File: src/hdl/scfd_pkg.sv
package scfd_pkg;

  localparam int WIN_DEPTH   = 32;
  localparam int FILL_W      = $clog2(WIN_DEPTH + 1);
  localparam int FRAME_MAX   = 23;
  localparam int FLEN_W      = $clog2(FRAME_MAX + 1);
  localparam int MIN_HELD    = 6;
  localparam int MAX_RESULTS = 5;
  localparam int CNT_W       = $clog2(MAX_RESULTS + 1);
  localparam int DATA_BYTES  = 15;
  localparam int IN_TDATA_W  = 8;
  localparam int OUT_TDATA_W = 160;

  localparam logic [7:0] HEAD_BYTE = 8'hA5;
  localparam logic [7:0] TAIL_BYTE = 8'h5A;
  localparam logic [3:0] CMD_CH1   = 4'h1;
  localparam logic [FLEN_W-1:0] FLEN_STD = FLEN_W'(5);
  localparam logic [FLEN_W-1:0] FLEN_EXT = FLEN_W'(8);

  typedef logic [7:0] byte_t;

  typedef struct packed {
    logic [55:0] data_high;
    logic [63:0] data_low;
    logic [31:0] frame_id;
    logic [3:0]  data_length;
    logic        extended_id;
    logic        second_channel;
  } result_t;

  typedef struct packed {
    logic              is_head;
    logic              complete;
    logic              tail_ok;
    logic [FLEN_W-1:0] flen;
  } scan_t;

  typedef enum logic [1:0] {
    ST_IDLE,
    ST_SCAN,
    ST_SKIP,
    ST_FLUSH
  } state_t;

endpackage

File: src/hdl/scfd_cell.sv
module scfd_cell (
  input  logic          clk,
  input  logic          shift,
  input  logic          load,
  input  scfd_pkg::byte_t din_load,
  input  scfd_pkg::byte_t din_next,
  output scfd_pkg::byte_t q
);
  import scfd_pkg::*;

  byte_t byte_r;
  byte_t byte_nxt;

  always_comb begin
    byte_nxt = byte_r;
    if (load) begin
      byte_nxt = din_load;
    end else if (shift) begin
      byte_nxt = din_next;
    end
  end

  always_ff @(posedge clk) begin
    byte_r <= byte_nxt;
  end

  assign q = byte_r;

endmodule

File: src/hdl/scfd_parse.sv
module scfd_parse (
  input  scfd_pkg::byte_t               taps [scfd_pkg::FRAME_MAX],
  input  logic [scfd_pkg::FILL_W-1:0]   fill,
  output scfd_pkg::scan_t               scan,
  output scfd_pkg::result_t             res
);
  import scfd_pkg::*;

  logic [3:0]        dlc;
  logic              ext;
  logic [FLEN_W-1:0] flen;
  logic [FLEN_W-1:0] tail_idx;
  byte_t             db [DATA_BYTES];

  assign dlc      = taps[2][7:4];
  assign ext      = taps[2][0];
  assign flen     = (ext ? FLEN_EXT : FLEN_STD) + FLEN_W'(dlc);
  assign tail_idx = flen - FLEN_W'(1);

  assign scan.is_head  = (taps[0] == HEAD_BYTE);
  assign scan.complete = (fill >= FILL_W'(flen));
  assign scan.tail_ok  = (taps[tail_idx] == TAIL_BYTE);
  assign scan.flen     = flen;

  for (genvar k = 0; k < DATA_BYTES; k++) begin : g_data
    assign db[k] = (4'(k) < dlc) ? (ext ? taps[7 + k] : taps[4 + k]) : 8'h00;
  end

  always_comb begin
    res.second_channel = (taps[1][3:0] != CMD_CH1);
    res.extended_id    = ext;
    res.data_length    = dlc;
    res.frame_id       = ext ? {taps[3], taps[4], taps[5], taps[6]} : {24'h0, taps[3]};
    res.data_low       = '0;
    res.data_high      = '0;
    for (int k = 0; k < 8; k++) begin
      res.data_low[8*k +: 8] = db[k];
    end
    for (int k = 8; k < DATA_BYTES; k++) begin
      res.data_high[8*(k-8) +: 8] = db[k];
    end
  end

endmodule

File: src/hdl/serial_can_frame_deframer_unit.sv
// Serial CAN frame deframer.
// in_*  : one received serial byte per beat (in_tdata[7:0] = rx_byte).
// out_* : one decoded frame per beat; out_tlast marks the last frame found
//         after one input byte.
// Bytes sit in a row of byte cells that shifts toward the front one cell per
// cycle while a scan drops or consumes bytes. The front cells are decoded
// each cycle: a non-head byte or a frame with a bad tail drops one byte, a
// good frame is captured and its bytes are shifted out one per cycle.
// An input byte enters the row first, then the scan drops or consumes bytes,
// then ST_FLUSH ends the scan. in_tready is high only between scans, so a
// new byte is taken only after the scan for the last one has ended.
// A found frame is held in a pending register until the next frame or the
// end of the scan decides its tlast, then moves to the output register.
// When the receiver stalls, the output register holds; the scan and its end
// wait while the pending frame must move on and the output register is full.
// Reset empties the window and clears all valid flags; no clearing pass.
module serial_can_frame_deframer_unit (
  input  logic                                clk,
  input  logic                                rst_n,
  input  logic                                in_tvalid,
  output logic                                in_tready,
  input  logic [scfd_pkg::IN_TDATA_W-1:0]     in_tdata,   // [7:0] rx_byte
  output logic                                out_tvalid,
  input  logic                                out_tready,
  // [0] second_channel, [1] extended_id, [5:2] data_length, [37:6] frame_id,
  // [101:38] data_low, [157:102] data_high, [159:158] zero
  output logic [scfd_pkg::OUT_TDATA_W-1:0]    out_tdata,
  output logic                                out_tlast   // last_in_run
);
  import scfd_pkg::*;

  state_t            state_r, state_nxt;
  logic [FILL_W-1:0] fill_r, fill_nxt;
  logic [CNT_W-1:0]  count_r, count_nxt;
  logic [FLEN_W-1:0] skip_r, skip_nxt;
  logic              pend_v_r, pend_v_nxt;
  result_t           pend_r, pend_nxt;
  logic              out_valid_r, out_valid_nxt;
  result_t           out_data_r, out_data_nxt;
  logic              out_last_r, out_last_nxt;

  logic              accept;
  logic              append;
  logic              shift;
  logic              out_free;
  byte_t             win_q [WIN_DEPTH];
  byte_t             taps [FRAME_MAX];
  scan_t             scan;
  result_t           res;

  assign accept   = in_tvalid && in_tready;
  assign append   = accept && (fill_r < FILL_W'(WIN_DEPTH));
  assign out_free = !out_valid_r || out_tready;

  for (genvar i = 0; i < WIN_DEPTH; i++) begin : g_cell
    byte_t nxt_byte;
    if (i == WIN_DEPTH - 1) begin : g_end
      assign nxt_byte = 8'h00;
    end else begin : g_mid
      assign nxt_byte = win_q[i + 1];
    end
    scfd_cell u_cell (
      .clk      (clk),
      .shift    (shift),
      .load     (append && (fill_r == FILL_W'(i))),
      .din_load (in_tdata),
      .din_next (nxt_byte),
      .q        (win_q[i])
    );
  end

  for (genvar i = 0; i < FRAME_MAX; i++) begin : g_tap
    assign taps[i] = win_q[i];
  end

  scfd_parse u_parse (
    .taps (taps),
    .fill (fill_r),
    .scan (scan),
    .res  (res)
  );

  always_comb begin
    state_nxt     = state_r;
    fill_nxt      = fill_r;
    count_nxt     = count_r;
    skip_nxt      = skip_r;
    pend_v_nxt    = pend_v_r;
    pend_nxt      = pend_r;
    out_valid_nxt = out_valid_r && !out_tready;
    out_data_nxt  = out_data_r;
    out_last_nxt  = out_last_r;
    shift         = 1'b0;
    in_tready     = 1'b0;

    case (state_r)
      ST_IDLE: begin
        in_tready = 1'b1;
        if (accept) begin
          if (append) begin
            fill_nxt = fill_r + FILL_W'(1);
          end
          count_nxt = '0;
          state_nxt = ST_SCAN;
        end
      end
      ST_SCAN: begin
        if (fill_r < FILL_W'(MIN_HELD) || count_r == CNT_W'(MAX_RESULTS)) begin
          state_nxt = ST_FLUSH;
        end else if (!scan.is_head) begin
          shift    = 1'b1;
          fill_nxt = fill_r - FILL_W'(1);
        end else if (!scan.complete) begin
          state_nxt = ST_FLUSH;
        end else if (!scan.tail_ok) begin
          shift    = 1'b1;
          fill_nxt = fill_r - FILL_W'(1);
        end else if (!pend_v_r || out_free) begin
          if (pend_v_r) begin
            out_valid_nxt = 1'b1;
            out_data_nxt  = pend_r;
            out_last_nxt  = 1'b0;
          end
          pend_v_nxt = 1'b1;
          pend_nxt   = res;
          count_nxt  = count_r + CNT_W'(1);
          shift      = 1'b1;
          fill_nxt   = fill_r - FILL_W'(1);
          skip_nxt   = scan.flen - FLEN_W'(1);
          state_nxt  = ST_SKIP;
        end
      end
      ST_SKIP: begin
        shift    = 1'b1;
        fill_nxt = fill_r - FILL_W'(1);
        skip_nxt = skip_r - FLEN_W'(1);
        if (skip_r == FLEN_W'(1)) begin
          state_nxt = ST_SCAN;
        end
      end
      ST_FLUSH: begin
        if (!pend_v_r) begin
          state_nxt = ST_IDLE;
        end else if (out_free) begin
          out_valid_nxt = 1'b1;
          out_data_nxt  = pend_r;
          out_last_nxt  = 1'b1;
          pend_v_nxt    = 1'b0;
          state_nxt     = ST_IDLE;
        end
      end
      default: begin
        state_nxt = ST_IDLE;
      end
    endcase
  end

  always_ff @(posedge clk) begin
    if (!rst_n) begin
      state_r     <= ST_IDLE;
      fill_r      <= '0;
      count_r     <= '0;
      skip_r      <= '0;
      pend_v_r    <= 1'b0;
      out_valid_r <= 1'b0;
    end else begin
      state_r     <= state_nxt;
      fill_r      <= fill_nxt;
      count_r     <= count_nxt;
      skip_r      <= skip_nxt;
      pend_v_r    <= pend_v_nxt;
      out_valid_r <= out_valid_nxt;
    end
  end

  always_ff @(posedge clk) begin
    pend_r     <= pend_nxt;
    out_data_r <= out_data_nxt;
    out_last_r <= out_last_nxt;
  end

  assign out_tvalid = out_valid_r;
  assign out_tdata  = {(OUT_TDATA_W - $bits(result_t))'(0), out_data_r};
  assign out_tlast  = out_last_r;

endmodule

File: config.mk
export PLATFORM = sky130hd
export DESIGN_NAME = serial_can_frame_deframer_unit
export DESIGN_NICKNAME = d
export VERILOG_FILES = /design/src/hdl/scfd_pkg.sv /design/src/hdl/scfd_cell.sv /design/src/hdl/scfd_parse.sv /design/src/hdl/serial_can_frame_deframer_unit.sv
export SDC_FILE = /design/constraint.sdc
export NUM_CORES = 1
export LEC_CHECK = 0
export ABC_CLOCK_PERIOD_IN_PS = 22900
export BUFFER_PORTS_ARGS = -buffer_cell sky130_fd_sc_hd__buf_2
export CAP_MARGIN = 0
export CORE_UTILIZATION = 50
export DETAILED_ROUTE_END_ITERATION = 12
export PLACE_DENSITY = 0.68
export SLEW_MARGIN = 20
export SYNTH_ARGS = -nofsm -noshare
export SYNTH_HDL_FRONTEND = slang
export SYNTH_SLANG_ARGS = --single-unit
File: constraint.sdc
create_clock -name clk -period 22.9 [get_ports clk]
set_clock_uncertainty 0.2 [all_clocks]
set_input_delay 1.145 -clock clk [delete_from_list [all_inputs] [get_ports clk]]
set_output_delay 1.145 -clock clk [all_outputs]
set_load 0.03 [all_outputs]
==> impl_metrics.xml <==
<?xml version="1.0" encoding="UTF-8"?>
<metrics>
  <group name="run_status">
    <metric name="status" unit="">completed</metric>
  </group>
  <group name="cells_and_area">
    <metric name="area_growth" unit="%">13.5</metric>
    <metric name="post_route_cells_drive_above_1_share" unit="%">31.6</metric>
    <metric name="fill_cells" unit="">3914</metric>
    <metric name="num-nets-final" unit="">1777</metric>
    <metric name="n_antenna_cell" unit="">0</metric>
  </group>
  <group name="sta">
    <metric name="rsz0062_at_grt" unit="">false</metric>
    <metric name="max_slew.worst_pin.slew" unit="ns">1.03</metric>
    <metric name="relSlewSlack" unit="%">31.2</metric>
    <metric name="timing.fmax" unit="MHz">129</metric>
    <metric name="drv_slew" unit="">0</metric>
    <metric name="min_period_over_period" unit="%">33.9</metric>
    <metric name="min_period" unit="ns">7.75</metric>
    <metric name="final_hold_violation_count" unit="">0</metric>
    <metric name="final_number_of_setup_violating_endpoints" unit="">0</metric>
    <metric name="tns" unit="ns">0</metric>
  </group>
  <group name="logic_synthesis">
    <metric name="synth_top_area_cells" unit="">edfxtp_1 68%, mux2_2 11%, mux2i_1 4.9%, nor2_1 1.9%, dfxtp_1 1.4%</metric>
    <metric name="synth_enable_flop_cells" unit="">573</metric>
    <metric name="number_of_library_cell_types_mapped_by_synthesis" unit="">83</metric>
    <metric name="ys_seq_elements" unit="">591</metric>
    <metric name="async_flop_share" unit="%">0</metric>
    <metric name="synth_sequential_area_ratio" unit="%">69.4</metric>
    <metric name="yosysTopAreaCell" unit="">edfxtp_1</metric>
    <metric name="most_frequent_cell_after_synthesis" unit="">edfxtp_1</metric>
    <metric name="mappedNetlistArea" unit="sq mm">0.0253</metric>
    <metric name="share_of_the_synthesized_area_in_the_top_cell_type" unit="%">67.9</metric>
    <metric name="synthFlopType" unit="">edfxtp_1</metric>
    <metric name="yosys-top-cells-count" unit="">573 x edfxtp_1, 257 x mux2_2, 127 x nor2_1</metric>
    <metric name="syn-mean-instance-area" unit="sq um">16.1</metric>
    <metric name="yosysWarningCount" unit="">0</metric>
    <metric name="syn_inst" unit="">1573</metric>
  </group>
  <group name="route">
    <metric name="wl_met1" unit="um">24800</metric>
    <metric name="met2WireLength" unit="um">28700</metric>
    <metric name="drt-vias-per-instance" unit="">5.81</metric>
    <metric name="drt-pass1-iter-count" unit="">5</metric>
    <metric name="routed-wl-met3" unit="um">3940</metric>
    <metric name="top_signal_layer_used" unit="">met4</metric>
    <metric name="vias" unit="">14300</metric>
    <metric name="route.detailed.wl_per_inst" unit="um">24.1</metric>
    <metric name="post-route-drc-count" unit="">0</metric>
    <metric name="drt_initial_violations" unit="">1240</metric>
    <metric name="postRouteAntennaNets" unit="">0</metric>
    <metric name="routed_wl" unit="um">59400</metric>
  </group>
  <group name="global_route">
    <metric name="globalRoute.totalOverflow" unit="">0</metric>
    <metric name="gr-usage-all-layers" unit="%">22.9</metric>
    <metric name="wire_length_of_the_first_global_routing_pass" unit="um">87000</metric>
    <metric name="grt_antenna_before_repair" unit="">0</metric>
    <metric name="grt_start_max_net_pins" unit="">86</metric>
    <metric name="grt_pass1_vias" unit="">14100</metric>
  </group>
  <group name="placement">
    <metric name="detailedPlacementHpwl" unit="um">40300</metric>
    <metric name="io_buffer_count" unit="">172</metric>
    <metric name="place_congestion" unit="">0.867</metric>
  </group>
  <group name="floorplan">
    <metric name="die_x" unit="um">227</metric>
    <metric name="fp.coreArea" unit="sq mm">0.0501</metric>
    <metric name="start_util" unit="%">50.6</metric>
    <metric name="die_height" unit="um">227</metric>
    <metric name="num_rows" unit="">82</metric>
    <metric name="num_io_pins" unit="">175</metric>
    <metric name="design.die.area" unit="sq mm">0.0515</metric>
  </group>
  <group name="cts">
    <metric name="cts_hold_buffers" unit="">0</metric>
    <metric name="h-tree-depth" unit="">2</metric>
    <metric name="cts_inserted_buffers" unit="">58</metric>
    <metric name="clk_path_buf_depth" unit="">3</metric>
    <metric name="ctsRootBufferMaster" unit="">clkbuf_16</metric>
    <metric name="clock-sinks" unit="">591</metric>
    <metric name="post_cts_buffers" unit="">0</metric>
    <metric name="clkSlewWorstSetupHoldPaths" unit="ns">0.06</metric>
    <metric name="source_to_sink_clock_delay_at_the_later_pin_of_the_worst_skew_pair" unit="ns">0.63</metric>
    <metric name="cts_tree" unit="">yes</metric>
    <metric name="post_cts_resized" unit="">0</metric>
  </group>
  <group name="pwr">
    <metric name="total_leakage_power" unit="nW">10.3</metric>
    <metric name="ir_worst_vdd" unit="uV">76.4</metric>
    <metric name="pwr_density_cell" unit="mW/mm^2">124</metric>
    <metric name="design_power_total" unit="mW">3.56</metric>
  </group>
  <group name="min_path">
    <metric name="worstHoldPathType" unit="">flip-flop to flip-flop</metric>
    <metric name="holdPathStages" unit="">0</metric>
  </group>
  <group name="critical_path">
    <metric name="timing.critical_path.to_type" unit="">flip-flop</metric>
    <metric name="criticalPathCategory" unit="">flip-flop to flip-flop</metric>
    <metric name="crit_arrival" unit="ns">7.79</metric>
    <metric name="r2r_cells" unit="">12</metric>
    <metric name="crit_path_start_kind" unit="">flip-flop</metric>
    <metric name="critical_path_peak_fanout" unit="">85</metric>
    <metric name="worst_ep_required_time" unit="ns">22.93</metric>
  </group>
  <group name="flow_run">
    <metric name="number_of_violations_of_the_max_capacitance_limit" unit="">0</metric>
  </group>
</metrics>
## stage by stage
stage / worst slack, ns / cell area, sq um / std cells / hold slack [ns] / util (%)
3_3_place_gp: 15.54 / 26800 / 2353 / 0.205 / 53.5
5_1_grt: 14.55 / 28700 / 2458 / 0.215 / 57.4
3_5_place_dp: 15.14 / 26800 / 2353 / 0.205 / 53.5
6_report: 15.15 / 28700 / 2458 / 0.210 / 57.4
2_1_floorplan: 2.85 / 25300 / 1574 / 0.200 / -
4_1_cts: 15.11 / 28700 / 2458 / 0.215 / 57.4
## cell families (layout without fill, tap and decap cells)
family	Yosys count	in the layout	synth area share (%)
AOI/OAI and AO/OA	102	102	3.21
xor gates and xnor gates	6	6	0.371
and+or+nand+nor	370	370	7.63
muxes	384	384	16.6
buffers and inverters	95	307	1.57
other	1	2	0.0148
adders and majority gates	24	24	1.19
DFF	591	591	69.4
## power breakdown
group,switching [mW],internal (mW)
Clock,0.397,0.566
Sequential,0.197,1.47
Combinational,0.552,0.384
Total,1.15,2.42
## flip-flops by register name, summed over array words and instances, names as in the netlist
register,cells
out_tlast,1
out_tdata,158
state_r,2
count_r,3
fill_r,6
pend_v_r,1
pend_r,158
out_tvalid,1
skip_r,5
g_cell.u_cell.q,256
## final timing paths
check                        startpoint        endpoint  slack (ns)
setup / recovery  g_cell[2].u_cell.q[0]   out_tdata[81]       15.15
hold / removal              pend_r[148]  out_tdata[148]        0.21
setup reg to reg  g_cell[2].u_cell.q[0]   out_tdata[81]       15.15
hold reg to reg             pend_r[148]  out_tdata[148]        0.21
## layout make-up
type | count | area [sq um] | share of cell area [%]
flip-flops and latches | 591 | 17600 | 61.1
multi-input cells | 888 | 7380 | 25.7
clock buffers | 68 | 1490 | 5.18
repair buffers | 183 | 947 | 3.30
well taps | 672 | 841 | 2.93
clock inverters | 37 | 435 | 1.52
inverters | 19 | 71.3 | 0.248
## per-layer routing
| layer | vias to the layer above | track usage, % |
|---|---|---|
| met5 | - | 0 |
| met4 | 0 | 7.82 |
| met3 | 129 | 3.92 |
| met2 | 573 | 37.4 |
| met1 | 7170 | 31.2 |
| li1 | 6403 | - |
## critical path, cell delays in order, from the launching register on
cell	delay, ns
edfxtp_1	0.97
inv_1	0.16
ha_1	0.93
inv_1	0.38
ha_1	0.95
clkinv_1	0.55
o311ai_0	0.56
a311oi_2	0.22
a221oi_4	0.41
nor2_4	0.11
or3_2	0.47
a21oi_4	0.52
buf_4	0.83
## cell usage in the layout (no fill, tap or decap), types with 4 or more instances in the layout
master	count
a21oi_1	20
a221oi_1	9
a31oi_1	6
and2_1	33
and3_1	11
buf_2	172
buf_4	10
bufinv_16	9
clkbuf_1	10
clkbuf_16	58
clkinv_1	10
clkinv_2	11
clkinvlp_4	5
dfxtp_1	18
edfxtp_1	573
ha_1	24
inv_1	17
mux2_2	257
mux2i_1	123
mux4_2	4
nand2_1	75
nand2_2	10
nand2b_1	5
nand3_1	13
nand3b_1	4
nand4_1	4
nor2_1	127
nor2b_1	14
nor3_1	10
nor3b_1	4
nor4_1	5
nor4b_1	12
nor4bb_1	24
o21ai_0	12
o31ai_1	4
or3_1	4
Note: power is estimated with default switching activity, not from simulation.
